### config.mk
export PLATFORM = sky130hd
export DESIGN_NAME = spar_queue
export DESIGN_NICKNAME = d
export VERILOG_FILES = /design/src/rtl/scatter_point_alpha_rasterizer_core_assert.svh /design/src/rtl/spar_pkg.sv /design/src/rtl/spar_queue.sv
export SDC_FILE = /design/constraint.sdc
export NUM_CORES = 1
export LEC_CHECK = 0
export CORE_ASPECT_RATIO = 1.2
export CORE_MARGIN = 2
export CORE_UTILIZATION = 55
export CTS_CLUSTER_DIAMETER = 100
export CTS_CLUSTER_SIZE = 30
export DETAILED_ROUTE_END_ITERATION = 10
export DONT_BUFFER_PORTS = 1
export GPL_ROUTABILITY_DRIVEN = 1
export PLACE_DENSITY = 0.7
export SETUP_SLACK_MARGIN = 0.05
export SYNTH_ARGS = -nofsm -noshare
export SYNTH_HDL_FRONTEND = slang
export SYNTH_SLANG_ARGS = --single-unit
### constraint.sdc
create_clock -name clk -period 2.1 [get_ports clk]
set_input_delay 0.315 -clock clk [delete_from_list [all_inputs] [get_ports clk]]
set_output_delay 0.315 -clock clk [all_outputs]
set_load 0.005 [all_outputs]
### src/rtl/scatter_point_alpha_rasterizer_core_assert.svh
// Assertion macros used by the back end (spar_back) of the rasterizer core RTL.
`ifndef SCATTER_POINT_ALPHA_RASTERIZER_CORE_ASSERT_SVH
`define SCATTER_POINT_ALPHA_RASTERIZER_CORE_ASSERT_SVH

// Implication checked at every rising clock edge outside reset.
`define SPAR_ASSERT_IMP(label, ante, cons) \
    label: assert property (@(posedge clk) disable iff (!rst_n) (ante) |-> (cons)) \
        else $error("assertion failed");

// Implication whose consequent is checked in the cycle after the antecedent.
`define SPAR_ASSERT_NEXT(label, ante, cons) \
    label: assert property (@(posedge clk) disable iff (!rst_n) (ante) |=> (cons)) \
        else $error("assertion failed");

`endif

### src/rtl/spar_pkg.sv
// ----------------------------------------------------------------------------
// spar_pkg
// Shared types, constants and helper functions of the scatter point rasterizer.
// ----------------------------------------------------------------------------
`default_nettype none

package spar_pkg;

    localparam int GRID_W_DEF = 256;
    localparam int GRID_H_DEF = 256;
    localparam int JOB_ADDR_W = 24;
    localparam int QUEUE_DEPTH = 4;

    localparam logic [2:0] CFG_X_ORIGIN = 3'd0;
    localparam logic [2:0] CFG_X_SCALE = 3'd1;
    localparam logic [2:0] CFG_Y_ORIGIN = 3'd2;
    localparam logic [2:0] CFG_Y_SCALE = 3'd3;
    localparam logic [2:0] CFG_COLOR = 3'd4;
    localparam logic [2:0] CFG_WIDTH = 3'd5;
    localparam logic [2:0] CFG_HEIGHT = 3'd6;

    localparam logic [15:0] T_ONE = 16'hFFFF;

    typedef struct packed {
        logic [31:0] red;
        logic [31:0] green;
        logic [31:0] blue;
        logic [31:0] weight;
        logic [15:0] transmit;
    } cell_t;

    localparam int CELL_W = $bits(cell_t);

    typedef struct packed {
        logic is_read;
        logic clr;
        logic oob;
        logic [JOB_ADDR_W-1:0] addr;
    } job_t;

    localparam int JOB_W = $bits(job_t);

    function automatic logic [31:0] sat_add32(input logic [31:0] a, input logic [31:0] b);
        logic [32:0] s;
        s = {1'b0, a} + {1'b0, b};
        return s[32] ? 32'hFFFF_FFFF : s[31:0];
    endfunction

endpackage

`default_nettype wire

### src/rtl/spar_queue.sv
// ----------------------------------------------------------------------------
// spar_queue
// Short job queue between the front and the back.
// ----------------------------------------------------------------------------
`default_nettype none

module spar_queue #(
    parameter int DEPTH = spar_pkg::QUEUE_DEPTH
) (
    input  wire logic           clk,
    input  wire logic           rst_n,
    input  wire logic           push,
    input  wire spar_pkg::job_t push_job,
    input  wire logic           pop,
    output spar_pkg::job_t      head,
    output logic                empty,
    output logic                full
);
    import spar_pkg::*;

    localparam int PW = $clog2(DEPTH);

    job_t          slot_reg [DEPTH];
    logic [PW-1:0] wp_reg, rp_reg;
    logic [PW:0]   cnt_reg;

    always_ff @(posedge clk or negedge rst_n)
    begin
        if (!rst_n)
        begin
            wp_reg <= '0;
            rp_reg <= '0;
            cnt_reg <= '0;
        end
        else
        begin
            if (push)
            begin
                wp_reg <= (wp_reg == PW'(DEPTH - 1)) ? '0 : wp_reg + 1'b1;
            end
            if (pop)
            begin
                rp_reg <= (rp_reg == PW'(DEPTH - 1)) ? '0 : rp_reg + 1'b1;
            end
            cnt_reg <= cnt_reg + (PW+1)'(push) - (PW+1)'(pop);
        end
    end

    always_ff @(posedge clk)
    begin
        if (push)
        begin
            slot_reg[wp_reg] <= push_job;
        end
    end

    assign head = slot_reg[rp_reg];
    assign empty = (cnt_reg == '0);
    assign full = (cnt_reg == (PW+1)'(DEPTH));

endmodule

`default_nettype wire

==> impl_metrics.ini, run 1 <==
[global_route]
grt_overflow = 0
antenna_found_initial = 0
grt_max_degree = 28
first_global_vias = 2034
grt_first_pass_wirelength_um = 11100
grtUsageTotal_pct = 18.2

[logic_synthesis]
yosys_warnings = 0
synth.top_cell.area_share_pct = 75.1
synth_edf_count = 108
ys_top_cells_by_count = edfxtp_1, mux4_2, dfrtp_1, ha_1, inv_1
synth_top_cells_by_area = edfxtp_1, mux4_2, dfrtp_1
synth.avg_cell_area_sq_um = 24.4
yosysTopAreaCell = edfxtp_1
yosys.area_share.simple_pct = 1.22
syn_inst = 177
syn_area_sq_um = 4320
async_flop_share_pct = 6.09
synth_top_family_by_area = multiplexers
syn_nets = 216
synthAdderAreaFrac_pct = 2.49
seq_area_frac_synth_pct = 79.2
synth_compound_area_share_pct = 0.232
synthMostInstantiatedCell = edfxtp_1
synth_seq_cells = 115
muxShareOfSynthArea_pct = 14.7
ys_types = 21
yosys_most_used_dff = edfxtp_1
synthXorXnorAreaFrac_pct = 0.406

[routing]
route.vias.total = 1916
drtAntennaViolNets = 0
routed_wl_um = 7190
dr.pass1.iters = 5
drc = 0
wl_per_cell_um = 21.3
initialDrtViolationCount = 137
viasPerCell = 5.67

[setup_path]
cp_data_arrival_time_ns = 1.69
r2r_end = cnt_reg[2]
r2r_slack_ns = 0.41
required_ns = 1.78
worstSetupPathType = register to output pin
crit_path_start_kind = register
cp-end-kind = output pin
crit_fanout = 4
r2r_cells = 7
worstReg2RegStart = cnt_reg[0]

[timing]
min_period_ns = 2.00
rsz0062_at_grt = yes
hold_violations = 0
slew_violations = 0
clock_skew_ns = 0.00822
fin_setup_tns_ns = 0
slew_headroom_pct = 73.4
timing.final.ws_setup_ns = 0.0965
timing.final.crit_share_pct = 95.4
worst_pin_slew_ns = 0.399
finalSetupViolCount = 0
fmax_ghz = 0.499

[die]
ios = 60
die-area_sq_um = 8580
die_x_um = 84.9
start_util_pct = 56.3
die_y_um = 101
rows = 35
core_area_sq_um = 7660

[power]
leakage_uw = 0.00190
power_density_nw_per_um2 = 1460
ir_drop_mv = 0.866

[clock_network]
clk_pin_slew_ns = 0.05
numCtsBuffers = 17
clockRootBuffer = clkbuf_8
clock-sinks = 115
cts_tree = done
htree_num_levels = 4
clock_path_buffers = 2
clkLatencyLatePin_ns = 0.50

[final_layout]
largest_register_ffs = 108
syn_to_final_growth_pct = 26.8
multi_input_area_sq_um = 822
drive_gt1_share_pct = 28.9
nets = 273
regArea_sq_um = 3420
n_antenna_cell = 0
fill_cells = 435

[hold_path]
min_to = wp_reg[0]
worstHoldPathType = input port to register
hp-start = push
min_delay_path_depth = 2

[outcome]
outcome = finished, final reports clean

[flow_run]
max_cap_viol_count = 0

[placed_design]
port_buffers = 0
routabilityCongestion = 0.677
dpl.hpwl_um = 4190
pre_cts_slack_ns = 0.413
## worst max path at each step
| stage | from | to | slack [ns] | cells after the start |
|---|---|---|---|---|
| 6_report | rp_reg[0] | head[3] | 0.1 | 2 |
| 4_1_cts | rp_reg[1] | head[21] | 0.05 | 2 |
| 3_3_place_gp | rp_reg[0] | head[21] | 0.43 | 2 |
| 5_1_grt | rp_reg[0] | head[19] | 0.02 | 2 |
| 2_1_floorplan | wp_reg[0] | slot_reg[0][0] | 0.42 | 3 |
| 3_5_place_dp | cnt_reg[0] | cnt_reg[2] | 0.41 | 7 |
## cells by family after synthesis
| group | count (synthesis) |
|---|---|
| flip-flops | 115 |
| multiplexers | 29 |
| buffers and inverters | 12 |
| AND/OR/NAND/NOR | 9 |
| adder cells (fa/ha/maj) | 8 |
| AO/OA/AOI/OAI | 2 |
| XOR/XNOR | 2 |
## metal layers
| layer | track usage [%] | vias to the layer above | share of wire, % |
|---|---|---|---|
| met5 | 0 | - | 0 |
| met4 | 8.06 | 0 | 1.2 |
| met3 | 6.47 | 8 | 5.1 |
| met2 | 30.3 | 56 | 54 |
| met1 | 21.5 | 999 | 39 |
| li1 | - | 853 | - |
## report_power, final
part	switching [uW]	internal [uW]	total (uW)
Combinational	813	865	1680
Sequential	168	2970	3130
Clock	901	2260	3160
## area by class of cell
class                           count  area share, %
Sequential cell                   115           62.5
Multi-Input combinational cell     50           15.0
Timing Repair Buffer               44           8.02
Clock buffer                       18           7.63
Clock inverter                     13           4.34
Tap cell                           92           2.10
Inverter                            6          0.411
## cell usage in the layout (no fill, tap or decap)
cell type and n:
and2_1 4, and3_1 1, buf_12 1, buf_4 11, buf_6 1, bufinv_16 7
clkbuf_1 1, clkbuf_16 17, clkbuf_8 1, clkinv_1 4, clkinv_2 1, clkinvlp_4 1
dfrtp_1 5, dfrtp_2 2, dlygate4sd3_1 30, edfxtp_1 108, fa_1 1, ha_1 7
inv_1 6, mux2_2 2, mux4_1 1, mux4_2 26, nand2_1 1, nor2_1 1
nor3_1 1, o21ai_0 2, or3b_2 1, xnor2_1 1, xor2_1 1
## worst max-delay path, stage by stage, from the launching register on
cell and delay, ns:
dfrtp_2 0.45, buf_6 0.15, mux4_1 0.59
## metrics by stage
step / area, sq um / power [uW] / util (%) / std cells / hold WS, ns
4_1_cts: 5440 / 7960 / 71.0 / 336 / 0.0795
3_5_place_dp: 4470 / 4700 / 58.3 / 273 / 0.0196
2_1_floorplan: 4320 / 4340 / - / 177 / 0.0194
3_3_place_gp: 4470 / 4620 / 58.3 / 273 / 0.0197
5_1_grt: 5480 / 8340 / 71.4 / 338 / 0.0695
6_report: 5480 / 7970 / 71.4 / 338 / 0.0983
## what timing repair did
item / CTS / global route
setup buffers: 2 / 1
endpoints found under the hold margin: 120 / 0
endpoints found under the setup margin: 20 / 20
hold buffers: 30 / 0
resized for setup: 0 / 2
gates cloned: 0 / 1
Power figures use the tool's default switching activity.
==> run 2: changes to the inputs <==
==> constraint.sdc (replaced) <==
create_clock -name clk -period 2.1 [get_ports clk]
set_input_delay 0 -clock clk [delete_from_list [all_inputs] [get_ports clk]]
set_output_delay 0 -clock clk [all_outputs]
set_load 0.005 [all_outputs]
==> run 2 against run 1 <==
Against the previous run: combinational power is 7% lower; global-route usage is 0.092 points lower; register-to-register slack worse by 0.04 ns; sequential share of layout area is 0.93 points higher; die area stayed put; cell area is 1.5% lower; utilization is 1.1 points lower; maximum frequency is 4.4% higher; total power is 5.4% lower; sequential power is 1% higher; first-iteration DRC count is 34% lower; critical path depth stayed put.
==> impl_metrics.ini, run 2 (synthesized netlist as in run 1, its figures left out) <==
[outcome]
outcome = finished, final reports clean

[clock_network]
clk_pin_slew_ns = 0.05
cts_resized = 0
htree_num_levels = 4
numCtsBuffers = 17
clkLatencyLatePin_ns = 0.49
cts_tree = done
cts_setup_buffers = 0
clock-sinks = 115
clockRootBuffer = clkbuf_8
clock_path_buffers = 2

[hold_path]
min_delay_path_depth = 1
hp-start = push
worstHoldPathType = input port to register
min_to = slot_reg[1][26]

[setup_path]
required_ns = 2.10
cp_data_arrival_time_ns = 1.92
critical_path.slowest_cell = mux4_2
r2r_end = cnt_reg[2]
worst_path_largest_cell_delay_ns = 0.57
critPathBufInv = 1
crit_path_start_kind = register
cp-end-kind = output pin
crit_fanout = 10
crit_family = multiplexers
worstSetupPathType = register to output pin
worstReg2RegStart = cnt_reg[0]
r2r_cells = 7
cp_cell_sequence = buf_4, mux4_2
r2r_slack_ns = 0.37

[power]
ir_drop_mv = 0.928
leakage_uw = 0.00185
power_density_nw_per_um2 = 1400

[placed_design]
port_buffers = 0
routabilityCongestion = 0.722
dpl.hpwl_um = 4370

[die]
ios = 60
core_area_sq_um = 7660
die_x_um = 84.9
die-area_sq_um = 8580
die_y_um = 101
rows = 35
start_util_pct = 56.3

[global_route]
grtUsageTotal_pct = 18.1
antenna_found_initial = 0
grt_first_pass_wirelength_um = 10900
first_global_vias = 2051
grt_max_degree = 21
grt_overflow = 0

[final_layout]
n_antenna_cell = 0
final_cell_mix = edfxtp_1, dlygate4sd3_1, mux4_2
drive_gt1_share_pct = 26.1
layout_commonest_cell = edfxtp_1
multi_input_area_sq_um = 822
fill_cells = 457
largest_register_ffs = 108
syn_to_final_growth_pct = 24.9
regArea_sq_um = 3420
nets = 267

[routing]
initialDrtViolationCount = 91
route.vias.total = 1871
routed_wl_um = 7060
viasPerCell = 5.62
wl_per_cell_um = 21.2
drc = 0
drtAntennaViolNets = 0
dr.pass1.iters = 4

[timing]
holdWs_ns = 0.0162
worst_pin_slew_ns = 0.511
slew_headroom_pct = 65.9
slew_violations = 0
hold_violations = 0
rsz0062_at_grt = no
clock_skew_ns = 0.00620
fin_setup_tns_ns = 0
finalSetupViolCount = 0
timing.final.crit_share_pct = 91.3
fmax_ghz = 0.521
min_period_ns = 1.92

[flow_run]
max_cap_viol_count = 0
run 2: timing repair:
action                                 CTS  global route
endpoints found under the hold margin  128             0
setup endpoints to repair                0             0
hold buffers                            31             0
run 2: worst reg2reg max path, cell delays in order, from the launching register on:
cell     delay, ns
dfrtp_1       0.37
inv_1         0.07
ha_1          0.28
inv_1         0.04
ha_1          0.19
fa_1          0.38
xor2_1        0.17
xnor2_1       0.13
run 2: area by class of cell:
class	count	area share, %
Sequential cell	115	63.4
Multi-Input combinational cell	50	15.2
Clock buffer	20	7.89
Timing Repair Buffer	38	7.89
Clock inverter	12	3.02
Tap cell	92	2.13
Inverter	6	0.418
run 2: power breakdown:
part | total, uW | leakage, uW | internal [uW] | switching, uW
registers | 3170 | 0.00107 | 2960 | 206
clock network | 2800 | 0.000285 | 1900 | 895
logic | 1570 | 0.000487 | 811 | 759
total | 7540 | 0.00185 | 5680 | 1860
run 2: worst max-delay path by stage:
stage	from	to	slack, ns	cells after the start
3_5_place_dp	cnt_reg[0]	cnt_reg[2]	0.38	7
4_1_cts	rp_reg[0]	head[24]	0.12	2
5_1_grt	rp_reg[0]	head[22]	0.07	2
2_1_floorplan	wp_reg[0]	slot_reg[0][0]	0.42	3
6_report	rp_reg[0]	head[24]	0.18	2
3_3_place_gp	cnt_reg[0]	cnt_reg[2]	0.50	7
run 2: routing by layer:
metal	vias up	part of all wire [%]	wire length (um)	track usage [%]
met1	963	39	2720	20.6
met4	0	1.6	114	8.30
met5	-	0	0	0
met2	62	55	3850	31.0
met3	11	5.3	371	6.22
li1	835	-	-	-
run 2: stage by stage:
stage / total power (uW) / setup WS, ns / area (sq um) / utilization [%] / std cells
finish: 7540 / 0.182 / 5390 / 70.4 / 333
global route: 7870 / 0.0699 / 5390 / 70.4 / 333
CTS: 7650 / 0.120 / 5390 / 70.4 / 333
detailed placement: 4750 / 0.375 / 4490 / 58.6 / 270
global placement: 4660 / 0.497 / 4490 / 58.6 / 270
floorplan: 4340 / 0.418 / 4320 / - / 177
